$ cat src/rtl/mapdt_pkg.sv
// Shared types and constants of the microphone-array peak direction tracker.
// No dependencies; the datapath, controller, top level and testbench import this package.
package mapdt_pkg;

	// direction codes
	localparam logic [3:0] DIR_SILENT  = 4'd13;
	localparam logic [3:0] DIR_WRAP    = 4'd11;
	localparam logic [3:0] DIR_GRP_MID = 4'd4;
	localparam logic [3:0] DIR_GRP_END = 4'd8;
	localparam logic [3:0] DIR_RIGHT   = 4'd2;
	localparam logic [3:0] DIR_STEP    = 4'd2;
	localparam logic [3:0] DIR_SPAN    = 4'd10;
	localparam logic [8:0] DEG_PER_DIR = 9'd30;

	// configuration register indexes
	localparam logic [1:0] REG_FRAME_WORDS    = 2'd0;
	localparam logic [1:0] REG_PEAK_THRESHOLD = 2'd1;
	localparam logic [1:0] REG_HISTORY_LENGTH = 2'd2;

	// configuration reset values
	localparam logic [15:0] FRAME_WORDS_RST    = 16'd1500;
	localparam logic [22:0] PEAK_THRESHOLD_RST = 23'd15000;
	localparam logic [4:0]  HISTORY_LENGTH_RST = 5'd4;

	// x/3 == (x * RECIP3) >> 18, exact for any x below 2**17
	localparam logic [16:0] RECIP3     = 17'h15556;
	localparam logic [14:0] THIRD1_RST = 15'd500;
	localparam logic [15:0] THIRD2_RST = 16'd1000;

	typedef struct packed {
		logic load;      // take one sample
		logic classify;  // classify the finished frame, shift it into history
		logic scan;      // one history scan step
		logic decide;    // settle the stable direction, load the result register
	} mapdt_cmd_t;

	typedef struct packed {
		logic frame_end;  // the sample on offer closes the frame
		logic scan_last;  // the current scan step is the last one
		logic out_full;   // result register cannot take a new result this cycle
	} mapdt_sts_t;

endpackage

$ cat src/rtl/mapdt_if.sv
// Request channels of the tracker: sample input, result output, register writes.
// Plain valid/ready interfaces; no package dependency.
interface mapdt_in_if;
	logic               valid;
	logic               ready;
	logic signed [15:0] high_word;
	logic        [15:0] low_word;

	modport source (output valid, output high_word, output low_word, input ready);
	modport sink   (input valid, input high_word, input low_word, output ready);
endinterface

interface mapdt_out_if;
	logic       valid;
	logic       ready;
	logic [3:0] coarse_direction;
	logic [3:0] stable_direction;
	logic [8:0] held_angle;

	modport source (output valid, output coarse_direction, output stable_direction,
		output held_angle, input ready);
	modport sink   (input valid, input coarse_direction, input stable_direction,
		input held_angle, output ready);
endinterface

interface mapdt_cfg_if;
	logic        valid;
	logic        ready;
	logic [1:0]  index;
	logic [22:0] data;

	modport source (output valid, output index, output data, input ready);
	modport sink   (input valid, input index, input data, output ready);
endinterface

$ cat src/rtl/mapdt_datapath.sv
// Datapath: config registers, peak tracking, frame classification, history
// rotator with stabilizing scan, confirmation counter and result register.
// Depends on mapdt_pkg and mapdt_if.
module mapdt_datapath #(
	parameter int MAX_HISTORY    = 16,
	parameter int STABLE_REPEATS = 2
) (
	input  logic                  clk,
	input  logic                  arst_n,
	mapdt_in_if.sink              sample,
	mapdt_out_if.source           result,
	mapdt_cfg_if.sink             cfg,
	input  mapdt_pkg::mapdt_cmd_t cmd,
	output mapdt_pkg::mapdt_sts_t sts
);
	import mapdt_pkg::*;

	localparam int LW = $clog2(MAX_HISTORY + 1);
	localparam int CW = (LW > 5) ? LW : 5;

	// configuration
	logic [15:0] frame_words_q;
	logic [22:0] peak_threshold_q;
	logic [4:0]  history_length_q;
	logic [14:0] third1_q;
	logic [15:0] third2_q;
	logic [32:0] third_prod;

	// frame state
	logic signed [23:0] peak_q;
	logic        [15:0] peak_idx_q;
	logic        [15:0] word_pos_q;
	logic        [22:0] cls_peak_q;
	logic        [15:0] cls_idx_q;
	logic signed [23:0] samp;
	logic signed [23:0] new_peak;
	logic        [15:0] new_idx;
	logic        [16:0] next_pos;

	// history and scan
	logic [3:0]    hist_q [MAX_HISTORY];
	logic [3:0]    hist_nx [MAX_HISTORY];
	logic [3:0]    ins_val;
	logic          rot_en;
	logic [CW-1:0] hl_w;
	logic [LW-1:0] eff_len;
	logic [LW-1:0] len_m1;
	logic [LW-1:0] scan_k_q;
	logic [3:0]    first_q;
	logic [3:0]    second_q;
	logic          have2_q;
	logic          many_q;

	// decision
	logic [3:0] coarse;
	logic [3:0] coarse_q;
	logic [3:0] last_stable_q;
	logic [7:0] rep_cnt_q;
	logic [8:0] angle_q;
	logic [3:0] lo;
	logic [3:0] hi;
	logic [3:0] diff;
	logic [3:0] stable;
	logic [7:0] rep_inc;
	logic       confirm;
	logic [8:0] angle_nx;

	// result register
	logic       out_valid_q;
	logic [3:0] out_coarse_q;
	logic [3:0] out_stable_q;
	logic [8:0] out_angle_q;

	// ---- configuration writes ----
	assign cfg.ready = 1'b1;

	always_ff @(posedge clk or negedge arst_n) begin
		if (!arst_n) begin
			frame_words_q    <= FRAME_WORDS_RST;
			peak_threshold_q <= PEAK_THRESHOLD_RST;
			history_length_q <= HISTORY_LENGTH_RST;
		end else if (cfg.valid) begin
			unique case (cfg.index)
				REG_FRAME_WORDS:    frame_words_q    <= cfg.data[15:0];
				REG_PEAK_THRESHOLD: peak_threshold_q <= cfg.data;
				REG_HISTORY_LENGTH: history_length_q <= cfg.data[4:0];
				default: ;
			endcase
		end
	end

	// frame thirds by reciprocal multiply, registered from frame_words
	assign third_prod = 33'(frame_words_q) * 33'(RECIP3);

	always_ff @(posedge clk or negedge arst_n) begin
		if (!arst_n) begin
			third1_q <= THIRD1_RST;
			third2_q <= THIRD2_RST;
		end else begin
			third1_q <= third_prod[32:18];
			third2_q <= third_prod[32:17];
		end
	end

	// ---- peak tracking ----
	assign samp     = signed'({sample.high_word, sample.low_word[15:8]});
	assign new_peak = (samp > peak_q) ? samp : peak_q;
	assign new_idx  = (samp > peak_q) ? word_pos_q : peak_idx_q;
	assign next_pos = {1'b0, word_pos_q} + 17'd2;

	assign sts.frame_end = (next_pos >= {1'b0, frame_words_q});
	assign sample.ready  = cmd.load;

	always_ff @(posedge clk or negedge arst_n) begin
		if (!arst_n) begin
			peak_q     <= '0;
			peak_idx_q <= '0;
			word_pos_q <= '0;
		end else if (cmd.load && sample.valid) begin
			if (sts.frame_end) begin
				peak_q     <= '0;
				peak_idx_q <= '0;
				word_pos_q <= '0;
			end else begin
				peak_q     <= new_peak;
				peak_idx_q <= new_idx;
				word_pos_q <= next_pos[15:0];
			end
		end
	end

	// peak never goes negative, so its low 23 bits carry it
	always_ff @(posedge clk) begin
		if (cmd.load && sample.valid && sts.frame_end) begin
			cls_peak_q <= new_peak[22:0];
			cls_idx_q  <= new_idx;
		end
	end

	// ---- classification ----
	always_comb begin
		if (cls_peak_q < peak_threshold_q) begin
			coarse = DIR_SILENT;
		end else begin
			if (cls_idx_q < {1'b0, third1_q})
				coarse = '0;
			else if (cls_idx_q < third2_q)
				coarse = DIR_GRP_MID;
			else
				coarse = DIR_GRP_END;
			if (cls_idx_q[1:0] != 2'd0)
				coarse = coarse + DIR_RIGHT;
		end
	end

	// ---- history: rotate the first len entries, inserting at the tail ----
	assign hl_w    = CW'(history_length_q);
	assign eff_len = (hl_w == '0) ? LW'(1) :
		(hl_w > CW'(MAX_HISTORY)) ? LW'(MAX_HISTORY) : LW'(hl_w);
	assign len_m1  = eff_len - LW'(1);
	assign rot_en  = cmd.classify || cmd.scan;
	assign ins_val = cmd.classify ? coarse : hist_q[0];

	for (genvar j = 0; j < MAX_HISTORY; j++) begin : g_hist
		if (j < MAX_HISTORY - 1) begin : g_mid
			assign hist_nx[j] = (LW'(j) < len_m1) ? hist_q[j+1] :
				(LW'(j) == len_m1) ? ins_val : hist_q[j];
		end else begin : g_end
			assign hist_nx[j] = (LW'(j) == len_m1) ? ins_val : hist_q[j];
		end

		always_ff @(posedge clk or negedge arst_n) begin
			if (!arst_n)
				hist_q[j] <= DIR_SILENT;
			else if (rot_en)
				hist_q[j] <= hist_nx[j];
		end
	end

	// ---- scan: head entry each step, counting distinct values ----
	assign sts.scan_last = (scan_k_q == len_m1);

	always_ff @(posedge clk or negedge arst_n) begin
		if (!arst_n) begin
			scan_k_q <= '0;
			have2_q  <= 1'b0;
			many_q   <= 1'b0;
		end else if (cmd.classify) begin
			scan_k_q <= '0;
		end else if (cmd.scan) begin
			scan_k_q <= scan_k_q + LW'(1);
			if (scan_k_q == '0) begin
				have2_q <= 1'b0;
				many_q  <= 1'b0;
			end else if (hist_q[0] != first_q && !(have2_q && hist_q[0] == second_q)) begin
				if (have2_q)
					many_q <= 1'b1;
				else
					have2_q <= 1'b1;
			end
		end
	end

	always_ff @(posedge clk) begin
		if (cmd.classify)
			coarse_q <= coarse;
		if (cmd.scan) begin
			if (scan_k_q == '0)
				first_q <= hist_q[0];
			else if (!have2_q && hist_q[0] != first_q)
				second_q <= hist_q[0];
		end
	end

	// ---- stable direction and confirmation ----
	assign lo   = (first_q < second_q) ? first_q : second_q;
	assign hi   = (first_q < second_q) ? second_q : first_q;
	assign diff = hi - lo;

	always_comb begin
		if (many_q)
			stable = last_stable_q;
		else if (!have2_q)
			stable = first_q;
		else if (diff == DIR_STEP)
			stable = lo + 4'd1;
		else if (diff == DIR_SPAN)
			stable = DIR_WRAP;
		else
			stable = last_stable_q;
	end

	assign rep_inc  = (stable == last_stable_q) ? rep_cnt_q + 8'd1 : rep_cnt_q;
	assign confirm  = (stable != DIR_SILENT) && (rep_inc >= 8'(STABLE_REPEATS));
	assign angle_nx = confirm ? 9'(9'(stable) * DEG_PER_DIR) : angle_q;

	always_ff @(posedge clk or negedge arst_n) begin
		if (!arst_n) begin
			last_stable_q <= DIR_SILENT;
			rep_cnt_q     <= '0;
			angle_q       <= '0;
		end else if (cmd.decide) begin
			last_stable_q <= stable;
			rep_cnt_q     <= confirm ? 8'd0 : rep_inc;
			angle_q       <= angle_nx;
		end
	end

	// ---- result register ----
	assign sts.out_full = out_valid_q && !result.ready;

	always_ff @(posedge clk or negedge arst_n) begin
		if (!arst_n)
			out_valid_q <= 1'b0;
		else if (cmd.decide)
			out_valid_q <= 1'b1;
		else if (result.ready)
			out_valid_q <= 1'b0;
	end

	always_ff @(posedge clk) begin
		if (cmd.decide) begin
			out_coarse_q <= coarse_q;
			out_stable_q <= stable;
			out_angle_q  <= angle_nx;
		end
	end

	assign result.valid            = out_valid_q;
	assign result.coarse_direction = out_coarse_q;
	assign result.stable_direction = out_stable_q;
	assign result.held_angle       = out_angle_q;

	// ---- checks ----
	a_pos_even: assert property (@(posedge clk) disable iff (!arst_n)
		word_pos_q[0] == 1'b0)
		else $error("word position went odd");

	a_coarse_legal: assert property (@(posedge clk) disable iff (!arst_n)
		out_valid_q |-> (out_coarse_q == DIR_SILENT ||
			(out_coarse_q[0] == 1'b0 && out_coarse_q <= DIR_SPAN)))
		else $error("illegal coarse direction in result");

	a_angle_tracks: assert property (@(posedge clk) disable iff (!arst_n)
		cmd.decide |=> (out_angle_q == angle_q && angle_q <= 9'd330))
		else $error("held angle out of step with confirmation state");
endmodule

$ cat src/rtl/mapdt_ctrl.sv
// Controller: sequences sample intake and the end-of-frame work
// (classify, history scan, decide). Depends on mapdt_pkg.
module mapdt_ctrl (
	input  logic                  clk,
	input  logic                  arst_n,
	input  logic                  in_valid,
	input  mapdt_pkg::mapdt_sts_t sts,
	output mapdt_pkg::mapdt_cmd_t cmd
);
	import mapdt_pkg::*;

	localparam logic [1:0] S_RUN    = 2'd0;
	localparam logic [1:0] S_CLASS  = 2'd1;
	localparam logic [1:0] S_SCAN   = 2'd2;
	localparam logic [1:0] S_DECIDE = 2'd3;

	logic [1:0] state_q;
	logic [1:0] state_nx;

	always_comb begin
		cmd      = '0;
		state_nx = state_q;
		unique case (state_q)
			S_RUN: begin
				cmd.load = 1'b1;
				if (in_valid && sts.frame_end)
					state_nx = S_CLASS;
			end
			S_CLASS: begin
				cmd.classify = 1'b1;
				state_nx     = S_SCAN;
			end
			S_SCAN: begin
				cmd.scan = 1'b1;
				if (sts.scan_last)
					state_nx = S_DECIDE;
			end
			S_DECIDE: begin
				// wait for room in the result register
				if (!sts.out_full) begin
					cmd.decide = 1'b1;
					state_nx   = S_RUN;
				end
			end
			default: state_nx = S_RUN;
		endcase
	end

	always_ff @(posedge clk or negedge arst_n) begin
		if (!arst_n)
			state_q <= S_RUN;
		else
			state_q <= state_nx;
	end

	a_class_after_end: assert property (@(posedge clk) disable iff (!arst_n)
		(state_q == S_CLASS) |-> $past(cmd.load && in_valid && sts.frame_end))
		else $error("classify entered without a frame-ending sample");
endmodule

$ cat src/rtl/mic_array_peak_direction_tracker.sv
// Top level of the microphone-array peak direction tracker.
// Depends on mapdt_pkg, mapdt_if, mapdt_ctrl and mapdt_datapath.
//
// port     dir  carries                                          accepted when
// -------  ---  -----------------------------------------------  -------------------
// sample   in   high_word (s16), low_word (u16): one sample      valid && ready
// result   out  coarse_direction, stable_direction, held_angle    valid && ready
// cfg      in   index (0 frame_words, 1 peak_threshold,          valid && ready
//               2 history_length), data                          (ready always high)
//
// Cycles: a sample request is taken every cycle inside a frame. The sample that
// closes a frame is followed by a pause without ready (a classify step, len
// scan steps over the history through its head tap, a decide step), where len is
// the effective history length that the history rotator sets.
// Reset: asynchronous, active low; history comes up all silent, registers at defaults.
// Stalls: the result register holds one result; while it is still full the next
// frame's decide step waits, and samples are taken again once it has gone through.
module mic_array_peak_direction_tracker #(
	parameter int MAX_HISTORY    = 16,
	parameter int STABLE_REPEATS = 2
) (
	input  logic        clk,
	input  logic        arst_n,
	mapdt_in_if.sink    sample,
	mapdt_out_if.source result,
	mapdt_cfg_if.sink   cfg
);
	import mapdt_pkg::*;

	// command and status between sequencer and datapath
	mapdt_cmd_t cmd;
	mapdt_sts_t sts;

	// Sequencer: intake state gives ready, then walks the frame-end steps.
	mapdt_ctrl u_ctrl (
		.clk      (clk),
		.arst_n   (arst_n),
		.in_valid (sample.valid),
		.sts      (sts),
		.cmd      (cmd)
	);

	// Datapath: peak search, thirds of the frame, history and stabilizer,
	// repeat counter for the held angle, result register.
	mapdt_datapath #(
		.MAX_HISTORY    (MAX_HISTORY),
		.STABLE_REPEATS (STABLE_REPEATS)
	) u_dp (
		.clk    (clk),
		.arst_n (arst_n),
		.sample (sample),
		.result (result),
		.cfg    (cfg),
		.cmd    (cmd),
		.sts    (sts)
	);
endmodule

$ cat src/flat_wrapper.sv
// flat-port wrapper written by rule: the top's interface ports become plain ports
module mic_array_peak_direction_tracker_flat import mapdt_pkg::*;
#(
	parameter int MAX_HISTORY    = 16,
	parameter int STABLE_REPEATS = 2
)
  (clk, arst_n, sample_valid, sample_high_word, sample_low_word, sample_ready, result_valid, result_coarse_direction, result_stable_direction, result_held_angle, result_ready, cfg_valid, cfg_index, cfg_data, cfg_ready);
  mapdt_in_if sample_i ();
  mapdt_out_if result_i ();
  mapdt_cfg_if cfg_i ();
  input  logic clk;
  input  logic arst_n;
  input wire logic [$bits(sample_i.valid)-1:0] sample_valid;
  input wire logic [$bits(sample_i.high_word)-1:0] sample_high_word;
  input wire logic [$bits(sample_i.low_word)-1:0] sample_low_word;
  output wire logic [$bits(sample_i.ready)-1:0] sample_ready;
  output wire logic [$bits(result_i.valid)-1:0] result_valid;
  output wire logic [$bits(result_i.coarse_direction)-1:0] result_coarse_direction;
  output wire logic [$bits(result_i.stable_direction)-1:0] result_stable_direction;
  output wire logic [$bits(result_i.held_angle)-1:0] result_held_angle;
  input wire logic [$bits(result_i.ready)-1:0] result_ready;
  input wire logic [$bits(cfg_i.valid)-1:0] cfg_valid;
  input wire logic [$bits(cfg_i.index)-1:0] cfg_index;
  input wire logic [$bits(cfg_i.data)-1:0] cfg_data;
  output wire logic [$bits(cfg_i.ready)-1:0] cfg_ready;
  assign sample_i.valid = sample_valid;
  assign sample_i.high_word = sample_high_word;
  assign sample_i.low_word = sample_low_word;
  assign sample_ready = sample_i.ready;
  assign result_valid = result_i.valid;
  assign result_coarse_direction = result_i.coarse_direction;
  assign result_stable_direction = result_i.stable_direction;
  assign result_held_angle = result_i.held_angle;
  assign result_i.ready = result_ready;
  assign cfg_i.valid = cfg_valid;
  assign cfg_i.index = cfg_index;
  assign cfg_i.data = cfg_data;
  assign cfg_ready = cfg_i.ready;
  mic_array_peak_direction_tracker #(.MAX_HISTORY(MAX_HISTORY), .STABLE_REPEATS(STABLE_REPEATS)) u_core (.clk(clk), .arst_n(arst_n), .sample(sample_i), .result(result_i), .cfg(cfg_i));
endmodule
$ cat config.mk
export PLATFORM = sky130hd
export DESIGN_NAME = mic_array_peak_direction_tracker_flat
export DESIGN_NICKNAME = d
export VERILOG_FILES = /design/src/rtl/mapdt_pkg.sv /design/src/rtl/mapdt_if.sv /design/src/rtl/mapdt_datapath.sv /design/src/rtl/mapdt_ctrl.sv /design/src/rtl/mic_array_peak_direction_tracker.sv /design/src/flat_wrapper.sv
export SDC_FILE = /design/constraint.sdc
export NUM_CORES = 1
export LEC_CHECK = 0
export ABC_AREA = 1
export BUFFER_PORTS_ARGS = -buffer_cell sky130_fd_sc_hd__buf_2
export CORE_MARGIN = 1.5
export CORE_UTILIZATION = 50
export CTS_CLUSTER_DIAMETER = 150
export DETAILED_ROUTE_END_ITERATION = 10
export PLACE_DENSITY = 0.67
export SLEW_MARGIN = 20
export SYNTH_ARGS = -nofsm -noshare
export SYNTH_HDL_FRONTEND = slang
export SYNTH_SLANG_ARGS = --single-unit
$ cat constraint.sdc
create_clock -name clk -period 5.8 [get_ports clk]
set_clock_uncertainty 0.1 [all_clocks]
set_input_delay 0.29 -clock clk [delete_from_list [all_inputs] [get_ports clk]]
set_output_delay 0.29 -clock clk [all_outputs]
set_load 0.01 [all_outputs]
==> results.sh <==
export IMPL_maxSlewViolCount=0
export IMPL_fin_crit_sh_pct=95.8
export IMPL_final_antenna_net_count=0
export IMPL_final_hold_violation_count=0
export IMPL_cts_tree="done"
export IMPL_final_util_pct=56.6
export IMPL_drive_gt1_share_pct=11.3
export IMPL_synth_seq_cells=278
export IMPL_clock_latency_ps=540
export IMPL_final_common_cell="inv_1"
export IMPL_cap_violations=0
export IMPL_grt_pass1_wl_mm=73.1
export IMPL_nets=2682
export IMPL_overflow=0
export IMPL_die_y_um=201
export IMPL_synth_area_um2=19500
export IMPL_drc=0
export IMPL_via_per_inst=5.25
export IMPL_hold_class="in -> reg"
export IMPL_cp_cell_sequence="ha_1 -> ha_1 -> inv_1 -> fa_1 -> inv_1 -> fa_1 -> inv_1 -> fa_1 -> inv_1 -> fa_1 -> ha_1 -> nand2_1 -> o21a_1 -> o21ai_1 -> a21o_1 -> nand2_1 -> o211ai_1 -> nand3_1 -> nand2_1 -> a31oi_1 -> xor2_1"
export IMPL_ios=82
export IMPL_antenna_found_initial=0
export IMPL_vias=14858
export IMPL_cts_sinks=278
export IMPL_core_um2=38600
export IMPL_start_util_pct=50.6
export IMPL_slowest_delay_ps=600
export IMPL_rsz0062_at_grt="false"
export IMPL_drtPass1Iterations=5
export IMPL_synthFlopType="dfrtp_1"
export IMPL_grt_pass1_vias=14954
export IMPL_tightest_slew_ps=1040
export IMPL_postCtsSetupBuffers=0
export IMPL_slew_headroom_pct=30.4
export IMPL_end_kind="flop"
export IMPL_die_area_um2=40300
export IMPL_synth_distinct_cells=56
export IMPL_startpoint_type="flop"
export IMPL_clockRootBuffer="clkbuf_16"
export IMPL_synth_edff_count=68
export IMPL_clk_path_buf_depth=3
export IMPL_finalCriticalPeriod_ps=5560
export IMPL_cp_arrival_ps=5860
export IMPL_async_flop_share_pct=75.5
export IMPL_cts_max_level=2
export IMPL_port_buffers=72
export IMPL_fin_tns_setup_ps=0
export IMPL_dp_hpwl_mm=33.0
export IMPL_netlist_instances=2182
export IMPL_cts_buffers_inserted=34
export IMPL_drt_iter0_drc=995
export IMPL_cp_max_fo=6
export IMPL_track_usage_pct=22.2
export IMPL_diodes=0
export IMPL_setup_viol=0
export IMPL_path_clk_slew_ps=60
export IMPL_wl_mm=44.0
export IMPL_final_cell_mix="inv_1, nand2_1, ha_1"
export IMPL_gp_congestion=0.922
export IMPL_syn2layout_area_growth_pct=12.0
export IMPL_grt_max_degree=129
export IMPL_die_w_um=201
export IMPL_max_freq_ghz=0.180
export IMPL_critical_path_class="reg -> reg"
export IMPL_crit_required_ps=6100
export IMPL_slowest_stage="dfstp_2"
export IMPL_yosysWarnings=0
export IMPL_outcome="completed"
export IMPL_syn_nets=2575
export IMPL_routedWlPerCell_um=15.5
export IMPL_syn_avg_cell_area_um2=8.96
export IMPL_row_count=72
export IMPL_holdWs_ps=17.1
export IMPL_synth_seq_area_share_pct=37.8
-- final timing paths --
| kind | slack, ps | startpoint | cells past startpoint | endpoint |
|---|---|---|---|---|
| worst min register to register | 310 | u_core.u_dp.coarse_q[2]$_DFFE_PP_ | 0 | u_core.u_dp.result.coarse_direction[2]$_DFFE_PP_ |
| worst max register to register | 240 | u_core.u_dp.frame_words_q[2]$_DFFE_PN1P_ | 21 | u_core.u_dp.third2_q[12]$_DFF_PN0_ |
| worst min-delay path | 20 | cfg_data[14] | 3 | u_core.u_dp.frame_words_q[14]$_DFFE_PN0P_ |
| max in group asynchronous | 4170 | arst_n | 3 | u_core.u_dp.peak_q[3]$_DFFE_PN0P_ |
| worst max-delay path | 240 | u_core.u_dp.frame_words_q[2]$_DFFE_PN1P_ | 21 | u_core.u_dp.third2_q[12]$_DFF_PN0_ |
| min in group asynchronous | 250 | arst_n | 2 | u_core.u_dp.hist_q[13]$_DFFE_PN0P_ |
-- synth_stat cells (2+ instances only) --
cell | instances | area, µm²
inv_1 | 446 | 1670
nand2_1 | 324 | 1220
ha_1 | 246 | 3080
o21ai_0 | 209 | 1050
a21oi_1 | 142 | 711
dfrtp_1 | 138 | 3450
fa_1 | 85 | 1700
nor2_1 | 83 | 312
dfstp_2 | 72 | 1890
edfxtp_1 | 68 | 2040
nand3_1 | 64 | 320
o22ai_1 | 51 | 319
xor2_1 | 41 | 359
clkbuf_1 | 33 | 124
nand4_1 | 26 | 163
nor3_1 | 19 | 95.1
nand3_2 | 14 | 140
xnor2_1 | 12 | 105
a31oi_1 | 8 | 50.1
o211ai_1 | 8 | 60.1
o21a_1 | 8 | 60.1
o21ai_1 | 7 | 35.0
inv_2 | 6 | 22.5
a211oi_1 | 5 | 37.5
nand2_2 | 5 | 31.3
nand2_4 | 5 | 56.3
nor2_2 | 5 | 31.3
a21o_1 | 4 | 30.0
nor4_1 | 4 | 25.0
o21bai_1 | 4 | 30.0
or2_2 | 4 | 25.0
a221oi_1 | 3 | 26.3
o221ai_1 | 3 | 26.3
a2111oi_0 | 2 | 17.5
a21oi_2 | 2 | 17.5
a41oi_1 | 2 | 17.5
buf_2 | 2 | 10.0
clkinv_1 | 2 | 7.51
nor2_4 | 2 | 22.5
o2111ai_1 | 2 | 17.5
-- metal layers --
layer,GRT usage (%),up-vias,share of wire (%),wire length (µm)
met5,0,-,0,0
met4,7.09,0,2.1,924
met3,2.89,58,4.0,1740
met2,36.9,294,48,21000
met1,30.1,7116,46,20300
li1,-,7390,-,-
-- cell type report --
type                       instances  area [µm²]
timing repair buffer             110         722
multi-input combinational       1410       10300
fill                            3399       16800
inverter                         455        1710
clock inverter                    12         141
clock buffer                      49         988
tap                              518         648
sequential                       278        7390
-- sequential cells by signal, indices dropped and copies added (netlist names), 2 cells and up --
signal	flops
u_core.u_dp.hist_q	64
u_core.u_dp.peak_q	24
u_core.u_dp.cls_peak_q	23
u_core.u_dp.peak_threshold_q	23
u_core.u_dp.cls_idx_q	16
u_core.u_dp.frame_words_q	16
u_core.u_dp.peak_idx_q	16
u_core.u_dp.third2_q	15
u_core.u_dp.word_pos_q	15
u_core.u_dp.angle_q	9
u_core.u_dp.result.held_angle	9
u_core.u_dp.rep_cnt_q	8
u_core.u_dp.history_length_q	5
u_core.u_dp.scan_k_q	5
u_core.u_dp.coarse_q	4
u_core.u_dp.first_q	4
u_core.u_dp.last_stable_q	4
u_core.u_dp.result.coarse_direction	4
u_core.u_dp.result.stable_direction	4
u_core.u_dp.second_q	4
u_core.u_ctrl.state_q	2
-- kinds of logic (layout without fill, tap and decap cells) --
family          Yosys count  count (layout)  share of synthesized area (%)
compound gates          468             468                           13.2
other cells               1               1                         0.0192
flops                   278             278                           37.8
buf+inv                 494             626                           9.62
fa+ha+maj               331             331                           24.5
xor+xnor                 53              53                           2.38
simple gates            557             557                           12.5
-- repair_timing --
item | in CTS | in global routing
endpoints found under the setup margin | 0 | 4
resized for setup | 0 | 2
hold endpoints to repair | 84 | 0
hold buffers | 22 | 0
-- through the flow --
stage	area [µm²]	setup slack (ps)	std cells
after floorplan	19500	757	2182
after global placement	20500	251	2749
after detailed placement	20500	202	2749
after CTS	21900	162	2832
after global routing	21900	0.395	2832
final	21900	244	2832
-- worst max-delay path: cells and delay by family, from the launching register on --
kind / cells / cell delay, ps
xor+xnor: 1 / 150
flops: 1 / 600
fa+ha+maj: 7 / 3090
buf+inv: 4 / 230
simple gates: 4 / 410
compound gates: 5 / 850
Power is not shown: default switching activity piles up to over one toggle a cycle in this logic, so the estimate is an artifact.
